--- config.mk ---
export PLATFORM = sky130hd
export DESIGN_NAME = iac_out_reg_flat
export DESIGN_NICKNAME = d
export VERILOG_FILES = /design/src/design/intrusion_alarm_controller_macros.svh /design/src/design/iac_pkg.sv /design/src/design/iac_if.sv /design/src/design/iac_out_reg.sv /design/src/flat_wrapper.sv
export SDC_FILE = /design/constraint.sdc
export NUM_CORES = 1
export LEC_CHECK = 0
export CAP_MARGIN = 20
export CORE_AREA = 2 2 39 41
export DETAILED_ROUTE_END_ITERATION = 7
export DIE_AREA = 0 0 41 43
export DONT_BUFFER_PORTS = 1
export PLACE_DENSITY = 0.48
export SETUP_SLACK_MARGIN = 0.15
export SLEW_MARGIN = 20
export SYNTH_ARGS = -nofsm -noshare
export SYNTH_HDL_FRONTEND = slang
export SYNTH_SLANG_ARGS = --single-unit
--- constraint.sdc ---
create_clock -name i_clk -period 1.25 [get_ports i_clk]
set_input_delay 0.25 -clock i_clk [delete_from_list [all_inputs] [get_ports i_clk]]
set_output_delay 0.25 -clock i_clk [all_outputs]
set_load 0.02 [all_outputs]
--- src/design/intrusion_alarm_controller_macros.svh ---
// assertion macros shared by the intrusion alarm controller modules
`ifndef INTRUSION_ALARM_CONTROLLER_MACROS_SVH
`define INTRUSION_ALARM_CONTROLLER_MACROS_SVH

// same-cycle implication, checked outside reset
`define IAC_ASSERT_NOW(label, clk, rst_n, ante, cons) \
    label: assert property (@(posedge clk) disable iff (!rst_n) (ante) |-> (cons)) \
        else $error("same-cycle check failed");

// next-cycle implication, checked outside reset
`define IAC_ASSERT_NEXT(label, clk, rst_n, ante, cons) \
    label: assert property (@(posedge clk) disable iff (!rst_n) (ante) |=> (cons)) \
        else $error("next-cycle check failed");

`endif

--- src/design/iac_pkg.sv ---
// types, codes and reset values for the intrusion alarm controller
package iac_pkg;

    localparam int TIME_BITS = 32;
    localparam int CFG_BITS  = 16;
    localparam int IDX_BITS  = 2;
    localparam int CMD_BITS  = 3;

    // command codes, codes above CMD_RESET act as no command
    localparam logic [CMD_BITS-1:0] CMD_NONE   = 3'd0;
    localparam logic [CMD_BITS-1:0] CMD_ARM    = 3'd1;
    localparam logic [CMD_BITS-1:0] CMD_DISARM = 3'd2;
    localparam logic [CMD_BITS-1:0] CMD_STATUS = 3'd3;
    localparam logic [CMD_BITS-1:0] CMD_RESET  = 3'd4;

    // intrusion cause codes
    localparam logic [1:0] CAUSE_NONE   = 2'd0;
    localparam logic [1:0] CAUSE_DOOR   = 2'd1;
    localparam logic [1:0] CAUSE_MOTION = 2'd2;

    // configuration register indexes
    localparam logic [IDX_BITS-1:0] REG_DEBOUNCE = 2'd0;
    localparam logic [IDX_BITS-1:0] REG_COOLDOWN = 2'd1;
    localparam logic [IDX_BITS-1:0] REG_BEEP     = 2'd2;

    // configuration reset values
    localparam logic [CFG_BITS-1:0] DEBOUNCE_RST = 16'd40;
    localparam logic [CFG_BITS-1:0] COOLDOWN_RST = 16'd3000;
    localparam logic [CFG_BITS-1:0] BEEP_RST     = 16'd200;

    typedef struct packed {
        logic [TIME_BITS-1:0] now_ms;
        logic                 door_raw;
        logic                 pir_raw;
        logic [CMD_BITS-1:0]  command;
    } t_in_item;

    typedef struct packed {
        logic       buzzer;
        logic       armed;
        logic       alarm_active;
        logic       door_open;
        logic       motion_event;
        logic [1:0] intrusion_cause;
        logic       status_valid;
        logic       pir_level;
    } t_res_item;

endpackage

--- src/design/iac_if.sv ---


interface iac_res_if;
    logic       valid;
    logic       ready;
    logic       buzzer;
    logic       armed;
    logic       alarm_active;
    logic       door_open;
    logic       motion_event;
    logic [1:0] intrusion_cause;
    logic       status_valid;
    logic       pir_level;

    modport source (output valid, output buzzer, output armed, output alarm_active,
                    output door_open, output motion_event, output intrusion_cause,
                    output status_valid, output pir_level, input ready);
    modport sink   (input valid, input buzzer, input armed, input alarm_active,
                    input door_open, input motion_event, input intrusion_cause,
                    input status_valid, input pir_level, output ready);
endinterface


--- src/design/iac_out_reg.sv ---
// result register that drives the output channel
module iac_out_reg import iac_pkg::*; (
    input  logic      i_clk,
    input  logic      i_rst_n,
    input  logic      i_valid,
    input  t_res_item i_res,
    output logic      o_ready,
    iac_res_if.source o_res
);

    logic      r_valid;
    t_res_item r_res;

    assign o_ready = !r_valid || o_res.ready;

    always_ff @(posedge i_clk) begin
        if (!i_rst_n) begin
            r_valid <= 1'b0;
        end else if (o_ready) begin
            r_valid <= i_valid;
        end
    end

    // payload
    always_ff @(posedge i_clk) begin
        if (o_ready && i_valid) begin
            r_res <= i_res;
        end
    end

    assign o_res.valid           = r_valid;
    assign o_res.buzzer          = r_res.buzzer;
    assign o_res.armed           = r_res.armed;
    assign o_res.alarm_active    = r_res.alarm_active;
    assign o_res.door_open       = r_res.door_open;
    assign o_res.motion_event    = r_res.motion_event;
    assign o_res.intrusion_cause = r_res.intrusion_cause;
    assign o_res.status_valid    = r_res.status_valid;
    assign o_res.pir_level       = r_res.pir_level;

endmodule

--- src/flat_wrapper.sv ---
// flat-port wrapper written by rule: the top's interface ports become plain ports
module iac_out_reg_flat import iac_pkg::*;
  (i_clk, i_rst_n, i_valid, i_res, o_ready, o_res_valid, o_res_buzzer, o_res_armed, o_res_alarm_active, o_res_door_open, o_res_motion_event, o_res_intrusion_cause, o_res_status_valid, o_res_pir_level, o_res_ready);
  iac_res_if o_res_i ();
  input  logic i_clk;
  input  logic i_rst_n;
  input  logic i_valid;
  input  t_res_item i_res;
  output logic o_ready;
  output wire logic [$bits(o_res_i.valid)-1:0] o_res_valid;
  output wire logic [$bits(o_res_i.buzzer)-1:0] o_res_buzzer;
  output wire logic [$bits(o_res_i.armed)-1:0] o_res_armed;
  output wire logic [$bits(o_res_i.alarm_active)-1:0] o_res_alarm_active;
  output wire logic [$bits(o_res_i.door_open)-1:0] o_res_door_open;
  output wire logic [$bits(o_res_i.motion_event)-1:0] o_res_motion_event;
  output wire logic [$bits(o_res_i.intrusion_cause)-1:0] o_res_intrusion_cause;
  output wire logic [$bits(o_res_i.status_valid)-1:0] o_res_status_valid;
  output wire logic [$bits(o_res_i.pir_level)-1:0] o_res_pir_level;
  input wire logic [$bits(o_res_i.ready)-1:0] o_res_ready;
  assign o_res_valid = o_res_i.valid;
  assign o_res_buzzer = o_res_i.buzzer;
  assign o_res_armed = o_res_i.armed;
  assign o_res_alarm_active = o_res_i.alarm_active;
  assign o_res_door_open = o_res_i.door_open;
  assign o_res_motion_event = o_res_i.motion_event;
  assign o_res_intrusion_cause = o_res_i.intrusion_cause;
  assign o_res_status_valid = o_res_i.status_valid;
  assign o_res_pir_level = o_res_i.pir_level;
  assign o_res_i.ready = o_res_ready;
  iac_out_reg u_core (.i_clk(i_clk), .i_rst_n(i_rst_n), .i_valid(i_valid), .i_res(i_res), .o_ready(o_ready), .o_res(o_res_i));
endmodule
==> flow_summary.json, run 1 <==
{
  "status": "completed",
  "netlist_area_um2": 328,
  "totalWireLength_um": 511,
  "initial_core_util_pct": 23.7,
  "wl_per_cell_um": 14.2,
  "fin_nets": 34,
  "drt-initial-drc-count": 1,
  "syn_inst": 14,
  "setup.worst_path.end_class": "primary output",
  "cts_root_buffer": "clkbuf_4",
  "grt_antenna_before_repair": 0,
  "fin_crit_ns": 1.06,
  "yosys_warnings": 0,
  "io_buffers": 0,
  "instances_no_fill": 36,
  "ys.flop_type": "edfxtp_1",
  "drv_slew": 0,
  "grt_pass1_vias": 168,
  "die_w_um": 41,
  "dpl_worst_slack_ns": 0.340,
  "skew_ns": 0.00193,
  "crit_path_max_fanout": 2,
  "fin_ws_ns": 0.195,
  "ys_seq_elements": 10,
  "worst_r2r_path_depth": 2,
  "hp-class": "input pin to flip-flop",
  "rsz0062_at_grt": "false",
  "maxCapViolCount": 0,
  "area_growth_pct": 23.3,
  "grt_pass1_wl_um": 738,
  "cp_data_required_time_ns": 1.00,
  "finalCritPeriodShare_pct": 84.4,
  "grt_max_degree": 10,
  "clock_path_buffers": 2,
  "slew_headroom_pct": 85.6,
  "cts_tree": "yes",
  "gp_congestion": 0.520,
  "ios": 24,
  "ir_drop_mv": 0.517,
  "n_antenna_cell": 0,
  "hold_viol_final": 0,
  "worst_slew_pin_slew_ns": 0.216,
  "critPathLaunch": "u_core.o_res.valid",
  "leakage_nw": 0.148,
  "regToRegEndpoint": "u_core.o_res.door_open",
  "syn_nets": 27,
  "clock_latency_ns": 0.26,
  "grt_overflow": 0,
  "powerDensity_mw_per_mm2": 1810,
  "via_count": 145,
  "seq_area_frac_synth_pct": 88.5,
  "setup-violations-final": 0,
  "yosysMostFrequentCell": "edfxtp_1",
  "drt-vias-per-instance": 4.03,
  "clock-sinks": 10,
  "syn_avg_cell_area_um2": 23.4,
  "rows": 14,
  "finalCoreUtilization_pct": 29.2,
  "tns_ns": 0,
  "yosys-top-cells-area": "edfxtp_1 (82%), dfxtp_1 (6.1%), nand2b_4 (4.2%)",
  "max_freq_ghz": 0.947,
  "rr_startpoint": "u_core.o_res.valid",
  "fin_area_um2": 404,
  "async_reset_ff_share_pct": 0,
  "startpoint_type": "flip-flop",
  "dpl-instance-area_um2": 363,
  "finalPower_mw": 0.730,
  "crit_end": "o_ready",
  "place_inst": 32,
  "dieArea_mm2": 0.00176,
  "groute.usage.overall_pct": 7.32,
  "synth_top_cell_by_area": "edfxtp_1",
  "core_mm2": 0.00138,
  "layout-drive-gt1-share_pct": 50.0,
  "crit_type": "flip-flop to primary output",
  "drtAntennaViolNets": 0,
  "holdBufCountCts": 0,
  "synth_top_area_share_pct": 82.4,
  "arrival_ns": 0.81,
  "yosysUniqueCellTypes": 6,
  "whs_ns": 0.0822,
  "clkTransAtPathRegs_ns": 0.06,
  "cts_htree_levels": 1,
  "cts_buffers": 3,
  "first_pass_iters": 4,
  "die-height_um": 43,
  "drc_errors": 0,
  "ff2ff_setup_slack_ns": 0.34,
  "synth_edf_count": 9
}
==> area by class of cell <==
cell class                 count  area (um^2)
timing repair buffer           2         18.8
tap                           16         20.0
clock buffer                   4         36.3
inverter                       1         3.75
multi-input combinational      3         33.8
sequential                    10          292
fill                         143          980
==> power breakdown <==
group	switching, mW	internal [mW]	total (mW)
logic	0.0154	0.0127	0.0282
registers	0.0294	0.389	0.419
clock network	0.106	0.177	0.283
total	0.151	0.579	0.730
==> sequential cells by signal (all words and copies together) (netlist names) <==
register                      count
u_core.o_res.valid                1
u_core.o_res.intrusion_cause      2
u_core.o_res.motion_event         1
u_core.o_res.status_valid         1
u_core.o_res.armed                1
u_core.o_res.pir_level            1
u_core.o_res.alarm_active         1
u_core.o_res.door_open            1
u_core.o_res.buzzer               1
==> worst max-delay path: stages, from the launching register on <==
cell      delay, ns
dfxtp_2        0.36
nand2b_4       0.06
buf_6          0.13
==> cell families (layout without fill, tap and decap cells) <==
logic type	after synthesis	count (layout)	share of synthesized area (%)
buf+inv	1	7	1.14
flops	10	10	88.6
compound gates	1	1	3.43
simple gates	2	2	6.87
==> worst min-delay path by stage <==
| stage | from | slack, ns | to | cells past startpoint |
|---|---|---|---|---|
| after floorplan | i_res[6] | 0.35 | u_core.o_res.alarm_active | 0 |
| after global placement | i_res[4] | 0.35 | u_core.o_res.motion_event | 0 |
| after detailed placement | i_res[4] | 0.35 | u_core.o_res.motion_event | 0 |
| after CTS | i_res[2] | 0.07 | u_core.o_res.intrusion_cause[0] | 0 |
| after global routing | i_res[7] | 0.06 | u_core.o_res.armed | 0 |
| final | i_res[0] | 0.08 | u_core.o_res.pir_level | 0 |
==> what timing repair did <==
| item | in CTS | in global routing |
|---|---|---|
| pin swaps | 0 | 0 |
| setup endpoints to repair | 1 | 1 |
| resized for setup | 1 | 1 |
| buffers inserted | 0 | 0 |
==> cell usage in the layout, fill, tap and decap left out <==
cell type  n
a21boi_2   1
and2_4     1
buf_4      1
buf_6      1
clkbuf_4   3
clkbuf_8   1
dfxtp_2    1
edfxtp_1   9
inv_1      1
nand2b_4   1
==> layer usage <==
layer,vias to the layer above,GRT usage [%],share of wire (%),routed length (um)
li1,64,-,-,-
met1,65,7.02,38,193
met2,16,9.06,48,246
met3,0,6.81,14,71
met4,0,6.00,0,0
met5,-,0,0,0
(Power assumes the default switching activity.)
==> run 2, diff against run 1 <==
--- a/config.mk
+++ b/config.mk
@@ -10,7 +10,7 @@
 export DETAILED_ROUTE_END_ITERATION = 7
 export DIE_AREA = 0 0 41 43
 export DONT_BUFFER_PORTS = 1
-export PLACE_DENSITY = 0.48
+export PLACE_DENSITY = 0.49
 export SETUP_SLACK_MARGIN = 0.15
 export SLEW_MARGIN = 20
 export SYNTH_ARGS = -nofsm -noshare
==> constraint.sdc (replaced) <==
create_clock -name i_clk -period 0.97 [get_ports i_clk]
set_input_delay 0.194 -clock i_clk [delete_from_list [all_inputs] [get_ports i_clk]]
set_output_delay 0.194 -clock i_clk [all_outputs]
set_load 0.02 [all_outputs]
==> run 2 against run 1 <==
Against the previous run:
- the flow now finishes with violations (negative setup slack)
- hold slack worse by 0.047 ns
- clock skew is 0.00059 ns higher
- setup slack worse by 0.21 ns
- highest routed layer unchanged
- clock-buffer cell count down 1
- die area is the same
- via count decreased by 1.4%
==> flow_summary.json, run 2 (synthesis gave the netlist of run 1 again) <==
{
  "status": "finished with violations",
  "violations": "negative setup slack",
  "pwr-share-seq_pct": 64.0,
  "ir_drop_mv": 0.988,
  "grt_max_degree": 10,
  "final_common_cell": "edfxtp_1",
  "via_count": 143,
  "fin_nets": 34,
  "die-height_um": 43,
  "skew_ns": 0.00252,
  "worst_slew_pin_slew_ns": 0.213,
  "whs_ns": 0.0353,
  "die_w_um": 41,
  "maxCapViolCount": 0,
  "totalWireLength_um": 504,
  "gp_congestion": 0.547,
  "largest_register_ffs": 2,
  "clock-sinks": 10,
  "area_growth_pct": 21.0,
  "startpoint_type": "flip-flop",
  "rows": 14,
  "drv_slew": 0,
  "initial_core_util_pct": 23.7,
  "p_comb_share_pct": 4.3,
  "cts_tree": "yes",
  "cp_data_required_time_ns": 0.78,
  "clock_path_buffers": 2,
  "wl_per_cell_um": 14.0,
  "rsz0062_at_grt": "true",
  "cts_root_buffer": "clkbuf_4",
  "hp-class": "input pin to flip-flop",
  "grt_overflow": 0,
  "drt-vias-per-instance": 3.97,
  "powerDensity_mw_per_mm2": 2120,
  "crit_type": "flip-flop to primary output",
  "slew_headroom_pct": 85.8,
  "p_int_mw": 0.664,
  "layout-drive-gt1-share_pct": 45.0,
  "hold_viol_final": 0,
  "arrival_ns": 0.79,
  "drt-initial-drc-count": 1,
  "n_antenna_cell": 0,
  "cts_htree_levels": 1,
  "place_inst": 32,
  "grt_antenna_before_repair": 0,
  "holdBufCountCts": 0,
  "drtAntennaViolNets": 0,
  "p_sw_mw": 0.176,
  "max_freq_ghz": 1.02,
  "io_buffers": 0,
  "leakage_nw": 0.143,
  "setup-violations-final": 1,
  "grt_pass1_wl_um": 717,
  "nFillCells": 145,
  "clkPwrFrac_pct": 31.7,
  "swShare_pct": 20.9,
  "fin_ws_ns": -0.0121,
  "groute.usage.overall_pct": 6.77,
  "fin_crit_ns": 0.982,
  "finalPower_mw": 0.840,
  "crit_path_max_fanout": 2,
  "core_mm2": 0.00138,
  "clock_latency_ns": 0.25,
  "clkTransAtPathRegs_ns": 0.06,
  "setup.worst_path.end_class": "primary output",
  "grt_pass1_vias": 188,
  "drc_errors": 0,
  "first_pass_iters": 2,
  "finalCritPeriodShare_pct": 101,
  "dpl_worst_slack_ns": 0.0658,
  "instances_no_fill": 36,
  "ios": 24,
  "layout_common_cells": "edfxtp_1 (9), clkbuf_4 (3)",
  "dieArea_mm2": 0.00176,
  "cts_buffers": 3
}
-- run 2: cell count changes in the layout (fill, tap and decap cells not counted) --
cell      previous run  this run
dfxtp_4              0         1
clkinv_1             0         1
clkbuf_8             1         0
dfxtp_2              1         0
-- run 2: worst max-delay path, stage by stage, from the launching register on --
cell,delay (ns)
dfxtp_4,0.36
nand2b_4,0.05
buf_6,0.13
-- run 2: power groups by stage --
| stage | clock, mW | combinational (mW) | sequential, mW |
|---|---|---|---|
| 4_1_cts | 0.286 | 0.0369 | 0.539 |
| 3_3_place_gp | 0 | 0.0342 | 0.547 |
| 3_5_place_dp | 0 | 0.0350 | 0.549 |
| 2_1_floorplan | 0 | 0.0216 | 0.548 |
| 5_1_grt | 0.319 | 0.0392 | 0.542 |
| 6_report | 0.266 | 0.0360 | 0.538 |
-- run 2: area by class of cell --
class	count	area, um^2	share of cell area, %
clock buffers	3	22.5	5.68
clock inverters	1	3.75	0.946
inverters	1	3.75	0.946
multi-input cells	3	33.8	8.52
flip-flops and latches	10	294	74.1
well taps	16	20.0	5.05
repair buffers	2	18.8	4.73
-- run 2: what timing repair did --
action | in CTS | in global routing
pin swaps | 0 | 1
setup endpoints to repair | 20 | 20
resized for setup | 1 | 0
buffers inserted | 0 | 0
-- run 2: final timing paths --
kind	from	to	slack, ns	depth (start not counted)
setup / recovery	u_core.o_res.valid	o_ready	-0.01	2
setup reg to reg	u_core.o_res.valid	u_core.o_res.status_valid	0.05	2
hold reg to reg	u_core.o_res.valid	u_core.o_res.valid	0.62	3
hold / removal	i_res[2]	u_core.o_res.intrusion_cause[0]	0.04	0
-- run 2: per-layer routing --
layer	track usage [%]	part of all wire [%]	routed length, um
met5	0	0	0
met4	0	0	0
met3	7.85	22	109
met2	12.2	49	246
met1	4.28	29	148
-- run 2: metrics by stage --
| step | TNS, ns | util (%) | cell area [um^2] |
|---|---|---|---|
| 3_5_place_dp | 0 | 26.5 | 367 |
| 2_1_floorplan | 0 | - | 332 |
| 5_1_grt | -0.0778 | 28.7 | 397 |
| 4_1_cts | -0.0283 | 28.7 | 397 |
| 6_report | -0.0121 | 28.7 | 397 |
| 3_3_place_gp | 0 | 26.5 | 367 |
==> run 3, diff against run 2 <==
--- a/config.mk
+++ b/config.mk
@@ -10,7 +10,6 @@
 export DETAILED_ROUTE_END_ITERATION = 7
 export DIE_AREA = 0 0 41 43
 export DONT_BUFFER_PORTS = 1
-export PLACE_DENSITY = 0.49
 export SETUP_SLACK_MARGIN = 0.15
 export SLEW_MARGIN = 20
 export SYNTH_ARGS = -nofsm -noshare
==> run 3 against run 2 <==
Against the previous run:
- the run still ends with negative setup slack left
- clock-buffer cell count is 1 higher
- combinational power is 1% higher
- clock power is 6% higher
- global-route usage is 1.3 points higher
- sequential share of layout area stayed put
- hold slack worse by 0.0063 ns
- via count is 5.6% higher
- sequential power hardly changed
- critical path depth stayed put
- core utilization stayed put
- non-clock buffer count stayed put
- wire length is 12% higher
- highest routed layer unchanged
==> flow_summary.json, run 3 (synthesis gave the netlist of run 1 again) <==
{
  "status": "finished with violations",
  "violations": "negative setup slack",
  "tns_ns": -0.0192,
  "postCtsSetupRepairBufs": 0,
  "ios": 24,
  "slowest_stage": "dfxtp_4",
  "cts_root_buffer": "clkbuf_4",
  "clock_path_buffers": 2,
  "cpPeakStageDelay_ns": 0.36,
  "gp_congestion": 0.575,
  "slew_headroom_pct": 85.5,
  "arrival_ns": 0.80,
  "die_w_um": 41,
  "dieArea_mm2": 0.00176,
  "clock-sinks": 10,
  "cts_tree": "yes",
  "area_growth_pct": 21.0,
  "wl_per_cell_um": 15.6,
  "drv_slew": 0,
  "clkTransAtPathRegs_ns": 0.06,
  "die-height_um": 43,
  "grt_pass1_wl_um": 841,
  "fin_nets": 34,
  "dpl_worst_slack_ns": 0.0700,
  "n_antenna_cell": 0,
  "io_buffers": 0,
  "fin_crit_ns": 0.989,
  "ir_drop_mv": 0.581,
  "setup-violations-final": 1,
  "groute.usage.overall_pct": 8.10,
  "first_pass_iters": 2,
  "totalWireLength_um": 562,
  "grt_antenna_before_repair": 0,
  "rsz0062_at_grt": "true",
  "drtAntennaViolNets": 0,
  "grt_max_degree": 10,
  "nFillCells": 140,
  "critPathBufInv": 1,
  "hold_viol_final": 0,
  "drc_errors": 0,
  "worst_slew_pin_slew_ns": 0.218,
  "critPathTopFamily": "flip-flops",
  "via_count": 151,
  "finalPower_mw": 0.859,
  "leakage_nw": 0.143,
  "drt-initial-drc-count": 1,
  "grt_overflow": 0,
  "layout_common_cells": "edfxtp_1 (9), clkbuf_4 (3)",
  "path_cells": "nand2b_4 > buf_6",
  "core_mm2": 0.00138,
  "cts_htree_levels": 1,
  "powerDensity_mw_per_mm2": 2160,
  "largest_register_ffs": 2,
  "layout-drive-gt1-share_pct": 45.0,
  "cts_buffers": 3,
  "cp_data_required_time_ns": 0.78,
  "max_freq_ghz": 1.01,
  "finalCritPeriodShare_pct": 102,
  "crit_path_max_fanout": 2,
  "crit_type": "flip-flop to primary output",
  "maxCapViolCount": 0,
  "initial_core_util_pct": 23.7,
  "startpoint_type": "flip-flop",
  "setup.worst_path.end_class": "primary output",
  "grt_pass1_vias": 183,
  "rows": 14,
  "final_common_cell": "edfxtp_1",
  "fin_ws_ns": -0.0192,
  "drt-vias-per-instance": 4.19,
  "skew_ns": 0.00525,
  "clock_latency_ns": 0.26,
  "hp-class": "input pin to flip-flop"
}
==> run 3: cell count changes in the layout (fill, tap and decap cells not counted) <==
| cell | delta |
|---|---|
| clkbuf_1 | +1 |
| clkinv_1 | -1 |
==> run 3: repair_timing <==
item                       4_1_cts  5_1_grt
hold buffers                     0        0
resized for setup                1        0
pin swaps                        0        1
setup endpoints to repair       20       20
==> run 3: path summary, 6_finish.rpt <==
path / from / endpoint / slack [ns] / depth (start not counted)
worst max-delay path: u_core.o_res.valid / o_ready / -0.02 / 2
worst min-delay path: i_res[1] / u_core.o_res.status_valid / 0.03 / 0
worst min register to register: u_core.o_res.valid / u_core.o_res.valid / 0.62 / 3
worst max register to register: u_core.o_res.valid / u_core.o_res.buzzer / 0.05 / 2
==> run 3: report_power, final <==
| part | switching [mW] | leakage, nW | internal (mW) | total [mW] |
|---|---|---|---|---|
| registers | 0.0381 | 0.0960 | 0.501 | 0.539 |
| logic | 0.0200 | 0.0317 | 0.0165 | 0.0365 |
| clock network | 0.125 | 0.0150 | 0.158 | 0.283 |
==> run 3: routing by layer <==
metal | wire [um] | vias to the layer above | track usage (%)
met5 | 0 | - | 0
met4 | 0 | 0 | 6.00
met3 | 132 | 0 | 10.5
met2 | 238 | 22 | 10.6
met1 | 191 | 66 | 5.61
li1 | - | 63 | -
==> run 3: worst register-to-register path, cell delays in order (launching register included) <==
cell and delay [ns]:
dfxtp_4 0.35, nand2b_4 0.07, and2_4 0.21
==> run 3: cell type report <==
type                            instances  area [um^2]  share of cell area [%]
Timing Repair Buffer                    2         18.8                    4.73
Multi-Input combinational cell          3         33.8                    8.52
Tap cell                               16         20.0                    5.05
Clock buffer                            4         26.3                    6.62
Inverter                                1         3.75                   0.946
Sequential cell                        10          294                    74.1
==> run 3: metrics by stage <==
stage / cell area (um^2) / util, % / hold WS [ns] / std cells
after global routing: 397 / 28.7 / 0.000266 / 36
final: 397 / 28.7 / 0.0290 / 36
after CTS: 397 / 28.7 / 0.0191 / 36
after detailed placement: 367 / 26.5 / 0.293 / 32
after global placement: 367 / 26.5 / 0.293 / 32
after floorplan: 332 / - / 0.293 / 14
